## src/rtl/core/u8d_pkg.sv

```systemverilog
// Shared types and constants for the UTF-8 stream decoder.
// Holds the job record passed from the front end through the queue to the back end.
// No dependencies.
package u8d_pkg;

   // Width of a decoded code point.
   localparam int CP_W = 21;

   // Width of the replacement count in one job; a byte causes at most four replacements.
   localparam int REP_W = 3;

   // Default number of jobs the queue between front and back end holds.
   localparam int QUEUE_DEPTH_DEFAULT = 2;

   // Replacement character emitted for every decoding error.
   localparam logic [CP_W-1:0] REPLACEMENT_CHAR = CP_W'(21'h00FFFD);

   // Work for the back end caused by one input byte: first n_rep replacement
   // characters, then the decoded value when has_value is set.
   typedef struct packed {
      logic [REP_W-1:0] n_rep;
      logic             has_value;
      logic [CP_W-1:0]  value;
   } job_type;

endpackage

```

## src/rtl/core/u8d_front.sv

```systemverilog
// Front end of the UTF-8 stream decoder: classifies each byte and tracks the open sequence.
// Produces one job per byte that causes results, for the queue.
// Depends on u8d_pkg.
module u8d_front import u8d_pkg::*; (
   input  logic          clock,
   input  logic          reset,
   input  logic          accept,
   input  logic [7:0]    data_byte,
   input  logic [1:0]    bytes_after,
   output logic          push,
   output job_type       push_job
);

   typedef enum logic [1:0] {
      LEAD_ASCII,
      LEAD_MULTI,
      LEAD_BAD
   } lead_kind_type;

   typedef struct packed {
      lead_kind_type   kind;
      logic [1:0]      extra;
      logic [CP_W-1:0] bits;
   } lead_info_type;

   // Decode the lead-byte prefix into its kind, continuation count and payload bits.
   function automatic lead_info_type classify_lead(input logic [7:0] b);
      lead_info_type info;
      info.kind  = LEAD_BAD;
      info.extra = 2'd0;
      info.bits  = '0;
      if (b[7] == 1'b0) begin
         info.kind = LEAD_ASCII;
         info.bits = {13'd0, b};
      end else if (b[7:5] == 3'b110) begin
         info.kind  = LEAD_MULTI;
         info.extra = 2'd1;
         info.bits  = {16'd0, b[4:0]};
      end else if (b[7:4] == 4'b1110) begin
         info.kind  = LEAD_MULTI;
         info.extra = 2'd2;
         info.bits  = {17'd0, b[3:0]};
      end else if (b[7:3] == 5'b11110) begin
         info.kind  = LEAD_MULTI;
         info.extra = 2'd3;
         info.bits  = {18'd0, b[2:0]};
      end
      return info;
   endfunction

   logic [1:0]      need_ff, need_in;
   logic [1:0]      acc_ff, acc_in;
   logic [CP_W-1:0] pv_ff, pv_in;
   logic            disc_ff, disc_in;
   job_type         job;

   // Next state and job for the byte on the input.
   always_comb begin
      lead_info_type   lead;
      logic            run_lead;
      logic [1:0]      acc_next;
      logic [CP_W-1:0] pv_next;
      need_in       = need_ff;
      acc_in        = acc_ff;
      pv_in         = pv_ff;
      disc_in       = disc_ff;
      job.n_rep     = '0;
      job.has_value = 1'b0;
      job.value     = '0;
      run_lead      = 1'b0;
      lead          = classify_lead(data_byte);
      acc_next      = acc_ff + 2'd1;
      pv_next       = {pv_ff[CP_W-7:0], data_byte[5:0]};

      if (disc_ff) begin
         // Dropping the rest of a string; a string end ends the drop.
         if (bytes_after == 2'd0) begin
            disc_in = 1'b0;
         end
      end else if (need_ff != 2'd0) begin
         if (data_byte[7:6] == 2'b10) begin
            // Continuation: shift in six bits, emit when the sequence is complete.
            if (acc_next >= need_ff) begin
               job.has_value = 1'b1;
               job.value     = pv_next;
               need_in       = 2'd0;
               acc_in        = 2'd0;
               pv_in         = '0;
            end else begin
               acc_in = acc_next;
               pv_in  = pv_next;
            end
         end else begin
            // Broken sequence: one replacement for the lead and one per accepted
            // continuation, then the byte is taken as a lead.
            job.n_rep = (acc_ff >= 2'd2) ? REP_W'(3) : REP_W'({1'b0, acc_ff} + 3'd1);
            need_in   = 2'd0;
            acc_in    = 2'd0;
            pv_in     = '0;
            run_lead  = 1'b1;
         end
      end else begin
         run_lead = 1'b1;
      end

      // Lead byte handling.
      if (run_lead) begin
         case (lead.kind)
            LEAD_ASCII: begin
               job.has_value = 1'b1;
               job.value     = lead.bits;
            end
            LEAD_MULTI: begin
               if (lead.extra > bytes_after) begin
                  job.n_rep = job.n_rep + REP_W'(1);
                  if (bytes_after != 2'd0) begin
                     disc_in = 1'b1;
                  end
               end else begin
                  need_in = lead.extra;
                  acc_in  = 2'd0;
                  pv_in   = lead.bits;
               end
            end
            default: begin
               job.n_rep = job.n_rep + REP_W'(1);
            end
         endcase
      end
   end

   assign push     = accept && (job.has_value || (job.n_rep != '0));
   assign push_job = job;

   // Sequence state, updated on every accepted transfer.
   always_ff @(posedge clock) begin
      if (reset) begin
         need_ff <= 2'd0;
         acc_ff  <= 2'd0;
         pv_ff   <= '0;
         disc_ff <= 1'b0;
      end else if (accept) begin
         need_ff <= need_in;
         acc_ff  <= acc_in;
         pv_ff   <= pv_in;
         disc_ff <= disc_in;
      end
   end

endmodule

```

## src/rtl/core/u8d_queue.sv

```systemverilog
// Job queue between the front and back ends of the UTF-8 stream decoder.
// A small circular buffer with a fill count; head is read combinationally.
// Depends on u8d_pkg.
module u8d_queue import u8d_pkg::*; #(
   parameter int DEPTH = QUEUE_DEPTH_DEFAULT
) (
   input  logic    clock,
   input  logic    reset,
   input  logic    push,
   input  job_type push_job,
   input  logic    pop,
   output logic    full,
   output logic    head_valid,
   output job_type head_job
);

   localparam int PTR_W = (DEPTH > 1) ? $clog2(DEPTH) : 1;
   localparam int CNT_W = $clog2(DEPTH + 1);

   job_type             slot_ff [DEPTH];
   logic [PTR_W-1:0]    wr_ptr_ff, wr_ptr_in;
   logic [PTR_W-1:0]    rd_ptr_ff, rd_ptr_in;
   logic [CNT_W-1:0]    count_ff, count_in;

   assign full       = (count_ff == CNT_W'(DEPTH));
   assign head_valid = (count_ff != '0);
   assign head_job   = slot_ff[rd_ptr_ff];

   // Pointer wrap and fill count.
   always_comb begin
      wr_ptr_in = wr_ptr_ff;
      rd_ptr_in = rd_ptr_ff;
      count_in  = count_ff;
      if (push) begin
         wr_ptr_in = (wr_ptr_ff == PTR_W'(DEPTH - 1)) ? '0 : wr_ptr_ff + PTR_W'(1);
      end
      if (pop) begin
         rd_ptr_in = (rd_ptr_ff == PTR_W'(DEPTH - 1)) ? '0 : rd_ptr_ff + PTR_W'(1);
      end
      if (push && !pop) begin
         count_in = count_ff + CNT_W'(1);
      end else if (pop && !push) begin
         count_in = count_ff - CNT_W'(1);
      end
   end

   always_ff @(posedge clock) begin
      if (reset) begin
         wr_ptr_ff <= '0;
         rd_ptr_ff <= '0;
         count_ff  <= '0;
      end else begin
         wr_ptr_ff <= wr_ptr_in;
         rd_ptr_ff <= rd_ptr_in;
         count_ff  <= count_in;
      end
   end

   // Job storage.
   always_ff @(posedge clock) begin
      if (push) begin
         slot_ff[wr_ptr_ff] <= push_job;
      end
   end

`ifndef SYNTHESIS
   a_count_bound: assert property (@(posedge clock) disable iff (reset)
      count_ff <= CNT_W'(DEPTH))
      else $error("Queue fill count exceeds depth.");

   a_no_push_full: assert property (@(posedge clock) disable iff (reset)
      push |-> !full)
      else $error("Job pushed into a full queue.");

   a_no_pop_empty: assert property (@(posedge clock) disable iff (reset)
      pop |-> head_valid)
      else $error("Job popped from an empty queue.");

   a_count_grows: assert property (@(posedge clock) disable iff (reset)
      (push && !pop) |=> count_ff == $past(count_ff) + CNT_W'(1))
      else $error("Fill count did not follow a lone push.");
`endif

endmodule

```

## src/rtl/core/u8d_back.sv

```systemverilog
// Back end of the UTF-8 stream decoder: expands each job into result transfers.
// Drives the registered result channel, one result per cycle unless rsp_stall holds it.
// Depends on u8d_pkg.
module u8d_back import u8d_pkg::*; (
   input  logic            clock,
   input  logic            reset,
   input  logic            head_valid,
   input  job_type         head_job,
   output logic            pop,
   output logic            rsp_valid,
   input  logic            rsp_stall,
   output logic [CP_W-1:0] rsp_code_point,
   output logic            rsp_last_of_run
);

   logic [REP_W-1:0] sent_ff, sent_in;
   logic             rsp_valid_ff, rsp_valid_in;
   logic [CP_W-1:0]  cp_ff, cp_in;
   logic             last_ff, last_in;
   logic             load;
   logic             emit;

   // The output register takes a new result when empty or being drained.
   assign load = !rsp_valid_ff || !rsp_stall;
   assign emit = load && head_valid;

   // Select the next result of the head job.
   always_comb begin
      sent_in      = sent_ff;
      cp_in        = cp_ff;
      last_in      = last_ff;
      rsp_valid_in = rsp_valid_ff;
      pop          = 1'b0;
      if (load) begin
         rsp_valid_in = head_valid;
      end
      if (emit) begin
         if (sent_ff < head_job.n_rep) begin
            cp_in   = REPLACEMENT_CHAR;
            last_in = ((sent_ff + REP_W'(1)) == head_job.n_rep) && !head_job.has_value;
         end else begin
            cp_in   = head_job.value;
            last_in = 1'b1;
         end
         if (last_in) begin
            pop     = 1'b1;
            sent_in = '0;
         end else begin
            sent_in = sent_ff + REP_W'(1);
         end
      end
   end

   always_ff @(posedge clock) begin
      if (reset) begin
         sent_ff      <= '0;
         rsp_valid_ff <= 1'b0;
      end else begin
         sent_ff      <= sent_in;
         rsp_valid_ff <= rsp_valid_in;
      end
   end

   // Result payload.
   always_ff @(posedge clock) begin
      cp_ff   <= cp_in;
      last_ff <= last_in;
   end

   assign rsp_valid       = rsp_valid_ff;
   assign rsp_code_point  = cp_ff;
   assign rsp_last_of_run = last_ff;

endmodule

```

## src/rtl/core/utf8_stream_decoder_core.sv

```systemverilog
// Channel  Direction  Handshake              Payload
// req      in         req_valid / req_stall  req_data_byte[7:0], req_bytes_after[1:0]
// rsp      out        rsp_valid / rsp_stall  rsp_code_point[20:0], rsp_last_of_run
//
// One byte is taken every cycle while the queue has room. A byte causes zero to four results,
// sent one per cycle from the back end's output register unless rsp_stall holds them. Bursts
// of replacement characters fill the job queue (QUEUE_DEPTH jobs); req_stall rises only
// when it is full. Synchronous reset clears sequence state, queue and output.
// Top level of the UTF-8 stream decoder; instantiates front end, job queue and back end.
// Depends on u8d_pkg, u8d_front, u8d_queue and u8d_back.
module utf8_stream_decoder_core import u8d_pkg::*; #(
   parameter int QUEUE_DEPTH = QUEUE_DEPTH_DEFAULT
) (
   input  logic            clock,
   input  logic            reset,
   input  logic            req_valid,
   output logic            req_stall,
   input  logic [7:0]      req_data_byte,
   input  logic [1:0]      req_bytes_after,
   output logic            rsp_valid,
   input  logic            rsp_stall,
   output logic [CP_W-1:0] rsp_code_point,
   output logic            rsp_last_of_run
);

   logic    accept;
   logic    push;
   job_type push_job;
   logic    full;
   logic    pop;
   logic    head_valid;
   job_type head_job;

   // An input transfer completes whenever the queue has room.
   assign req_stall = full;
   assign accept    = req_valid && !full;

   u8d_front u_front (
      .clock       (clock),
      .reset       (reset),
      .accept      (accept),
      .data_byte   (req_data_byte),
      .bytes_after (req_bytes_after),
      .push        (push),
      .push_job    (push_job)
   );

   u8d_queue #(
      .DEPTH (QUEUE_DEPTH)
   ) u_queue (
      .clock      (clock),
      .reset      (reset),
      .push       (push),
      .push_job   (push_job),
      .pop        (pop),
      .full       (full),
      .head_valid (head_valid),
      .head_job   (head_job)
   );

   u8d_back u_back (
      .clock           (clock),
      .reset           (reset),
      .head_valid      (head_valid),
      .head_job        (head_job),
      .pop             (pop),
      .rsp_valid       (rsp_valid),
      .rsp_stall       (rsp_stall),
      .rsp_code_point  (rsp_code_point),
      .rsp_last_of_run (rsp_last_of_run)
   );

endmodule
```

## config.mk

```make
export PLATFORM = sky130hd
export DESIGN_NAME = utf8_stream_decoder_core
export DESIGN_NICKNAME = d
export VERILOG_FILES = /design/src/rtl/core/u8d_pkg.sv /design/src/rtl/core/u8d_front.sv /design/src/rtl/core/u8d_queue.sv /design/src/rtl/core/u8d_back.sv /design/src/rtl/core/utf8_stream_decoder_core.sv
export SDC_FILE = /design/constraint.sdc
export NUM_CORES = 1
export LEC_CHECK = 0
export BUFFER_PORTS_ARGS = -buffer_cell sky130_fd_sc_hd__buf_2
export CORE_UTILIZATION = 40
export CTS_CLUSTER_DIAMETER = 120
export CTS_CLUSTER_SIZE = 12
export DETAILED_ROUTE_END_ITERATION = 10
export PLACE_DENSITY_LB_ADDON = 0.08
export SLEW_MARGIN = 20
export SYNTH_ARGS = -nofsm -noshare
export SYNTH_HDL_FRONTEND = slang
export SYNTH_SLANG_ARGS = --single-unit
export TNS_END_PERCENT = 10
```

## constraint.sdc

```tcl
create_clock -name clock -period 3.4 [get_ports clock]
set_input_delay 0.17 -clock clock [delete_from_list [all_inputs] [get_ports clock]]
set_output_delay 0.17 -clock clock [all_outputs]
set_load 0.02 [all_outputs]
```

==> flow_metrics.env <==
export IMPL_first_iter_violations=92
export IMPL_die_h_um=107
export IMPL_cp_start_kind="register"
export IMPL_synthAdderAreaFrac=0.0398
export IMPL_rows=37
export IMPL_holdPathStages=3
export IMPL_synth_simple_area_share=0.148
export IMPL_netlist_area_um2=4400
export IMPL_ir_drop_v=0.000303
export IMPL_fillers=969
export IMPL_postCtsSetupBuffers=0
export IMPL_design_area_um2=4970
export IMPL_layout_commonest_cell="edfxtp_1"
export IMPL_initial_utilization=0.419
export IMPL_cts_buffer_depth=2
export IMPL_r2r_slack_ps=460
export IMPL_syn_nets=391
export IMPL_reg2reg_to="u_queue.count_ff[1]"
export IMPL_cts_buffers=9
export IMPL_fmax_ghz=0.341
export IMPL_status="finished, final reports clean"
export IMPL_synth_seq_cells=101
export IMPL_drive_gt1_frac=0.174
export IMPL_htreeDepth=3
export IMPL_finalPower_mw=3.50
export IMPL_finalNetCount=432
export IMPL_die_w_um=107
export IMPL_ant_nets=0
export IMPL_synth_compound_area_frac=0.0882
export IMPL_cp_required_ps=3710
export IMPL_p_leak_nw=1.78
export IMPL_cts_resized=0
export IMPL_max_slew_margin_rel=0.321
export IMPL_die_area_um2=11400
export IMPL_cp_max_fo=7
export IMPL_multiInputGateArea_um2=1550
export IMPL_worst_slew_pin_slew_ps=1020
export IMPL_rsz0062_at_grt="no"
export IMPL_insertion_delay_ps=370
export IMPL_drc_errors=0
export IMPL_num_antenna_cells=0
export IMPL_setup_tns_ps=0
export IMPL_cts_root_buf="clkbuf_8"
export IMPL_place_gp_congestion=0.804
export IMPL_clk_pin_slew_ps=110
export IMPL_async_flop_share=0
export IMPL_wl_per_cell_um=15.7
export IMPL_tritoncts="built"
export IMPL_finalClockSkew_ps=15.9
export IMPL_first_global_vias=2758
export IMPL_place_hpwl_um=5860
export IMPL_yosys_warnings=0
export IMPL_syn_avg_cell_area_um2=12.1
export IMPL_cts_sinks=101
export IMPL_cp_cell_sequence="o21bai_1 > nor3_1 > ha_1 > or3b_1 > a21oi_2 > a211oi_1 > a21oi_2 > ha_1 > or3_1 > a21oi_1"
export IMPL_regArea_um2=2740
export IMPL_grt_pass1_wl_um=14100
export IMPL_core_um2=10500
export IMPL_io_pins=38
export IMPL_crit_path_end_kind="register"
export IMPL_synth_xor_area_share=0.0139
export IMPL_routed_wl_um=8560
export IMPL_worstPathArrival_ps=3240
export IMPL_firstDrtPassIters=4
export IMPL_grt_max_degree=31
export IMPL_areaGrowthSynthToFinish_pct=13.0
export IMPL_final_cell_mix="72 x edfxtp_1, 41 x nor2_1, 37 x buf_2"
export IMPL_placed_area_um2=4750
export IMPL_max_stage_delay_ps=420
export IMPL_port_buffers=37
export IMPL_antenna_found_initial=0
export IMPL_synthMuxAreaShare=0.0620
export IMPL_vias_per_cell=5.09
export IMPL_synth_edf_count=72
export IMPL_min_from="rsp_stall"
export IMPL_critPathSlowestCell="o21bai_1"
export IMPL_cts_hold_repair_buffers=0
export IMPL_path_class="reg2reg"
export IMPL_cap_violations=0
export IMPL_hold_viol=0
export IMPL_r2r_start="u_front.need_ff[0]"
export IMPL_grt_overflow=0
export IMPL_reg2reg_depth=10
export IMPL_final_setup_viol_count=0
export IMPL_synth_top_family_by_area="simple AND/OR/NAND/NOR gates"
export IMPL_min_period_ps=2940
export IMPL_grt_use_total=0.165
export IMPL_vias=2775
export IMPL_powerDensity_nw_per_um2=705
export IMPL_synth_cell_types=50
export IMPL_hold_class="in2reg"
export IMPL_ys_flop_type="edfxtp_1"
export IMPL_ys_seq_area_frac=0.624
export IMPL_synthCells=363
export IMPL_whs_endpoint="u_back.rsp_valid"
export IMPL_drv_slew=0
export IMPL_post_route_period_util=0.864
[how the worst max path moves through the flow]
stage	end	depth (start not counted)	slack, ps	from
after global routing	u_queue.slot_ff[0][8]	9	220	u_front.need_ff[0]
after detailed placement	u_queue.count_ff[1]	12	360	req_data_byte[7]
after CTS	u_queue.slot_ff[0][9]	9	450	u_front.need_ff[0]
after floorplan	u_queue.slot_ff[0][0]	9	410	u_front.disc_ff
final	u_queue.count_ff[1]	10	460	u_front.need_ff[0]
after global placement	u_queue.count_ff[1]	12	390	req_data_byte[7]
[worst max-delay path: cells and delay by family (launching register included)]
family | cells | cell delay [ps]
adder cells (fa/ha/maj) | 2 | 550
flip-flops | 1 | 350
AO/OA/AOI/OAI | 5 | 1040
AND/OR/NAND/NOR | 3 | 940
[area by class of cell]
cell class / instances / share of cell area
Timing Repair Buffer: 45 / 0.0494
Inverter: 12 / 0.00907
Clock inverter: 7 / 0.0184
Sequential cell: 101 / 0.552
Clock buffer: 9 / 0.0249
Multi-Input combinational cell: 235 / 0.312
Tap cell: 136 / 0.0342
[metal layers]
layer,wire (um),vias to the layer above,GRT usage,part of all wire
met5,0,-,0,0
met2,4230,43,0.267,0.49
met3,171,12,0.0255,0.020
met1,4000,1330,0.218,0.47
met4,162,0,0.0763,0.019
li1,-,1390,-,-
[cells in the mapped netlist, drive strengths merged, types with 3 or more instances]
cell / count / share of area
ha: 14 / 0.040
nor2b: 6 / 0.0085
o21ai: 7 / 0.0080
nor3: 19 / 0.022
and2: 22 / 0.031
xor2: 5 / 0.010
edfxtp: 72 / 0.49
dfxtp: 29 / 0.13
a211o: 3 / 0.0060
nand2b: 4 / 0.0057
nor2: 41 / 0.035
buf: 8 / 0.0082
nand2: 26 / 0.023
a21oi: 22 / 0.027
a22oi: 4 / 0.0068
clkbuf: 7 / 0.0060
inv: 12 / 0.010
nand3: 4 / 0.0046
mux2i: 25 / 0.057
[state kept, by name, summed over array words and instances (netlist names), 2 cells and up, named ones only]
name,flops
u_front.need_ff,2
u_front.acc_ff,2
u_queue.slot_ff,50
u_front.pv_ff,15
u_queue.count_ff,2
u_back.sent_ff,3
u_back.rsp_code_point,21
[logic make-up (layout without fill, tap and decap cells)]
kind of cell / count (synthesis) / after routing
flip-flops: 101 / 101
AND/OR/NAND/NOR: 132 / 132
multiplexers: 27 / 27
buffers and inverters: 27 / 73
adder cells (fa/ha/maj): 14 / 14
AO/OA/AOI/OAI: 55 / 55
XOR/XNOR: 7 / 7
[per-stage QoR]
stage          utilization  hold slack, ps  worst slack (ps)  std cells
2_1_floorplan            -             310               414        363
3_3_place_gp         0.452             442               387        529
3_5_place_dp         0.452             450               360        529
4_1_cts              0.473            41.0               447        545
5_1_grt              0.473            82.4               219        545
6_report             0.473            57.3               464        545
[where the power goes]
part / switching [mW] / leakage [nW] / internal (mW)
Sequential: 0.0755 / 0.897 / 1.62
Combinational: 0.652 / 0.779 / 0.342
Clock: 0.454 / 0.105 / 0.358
Total: 1.18 / 1.78 / 2.32
(Power assumes the default switching activity.)
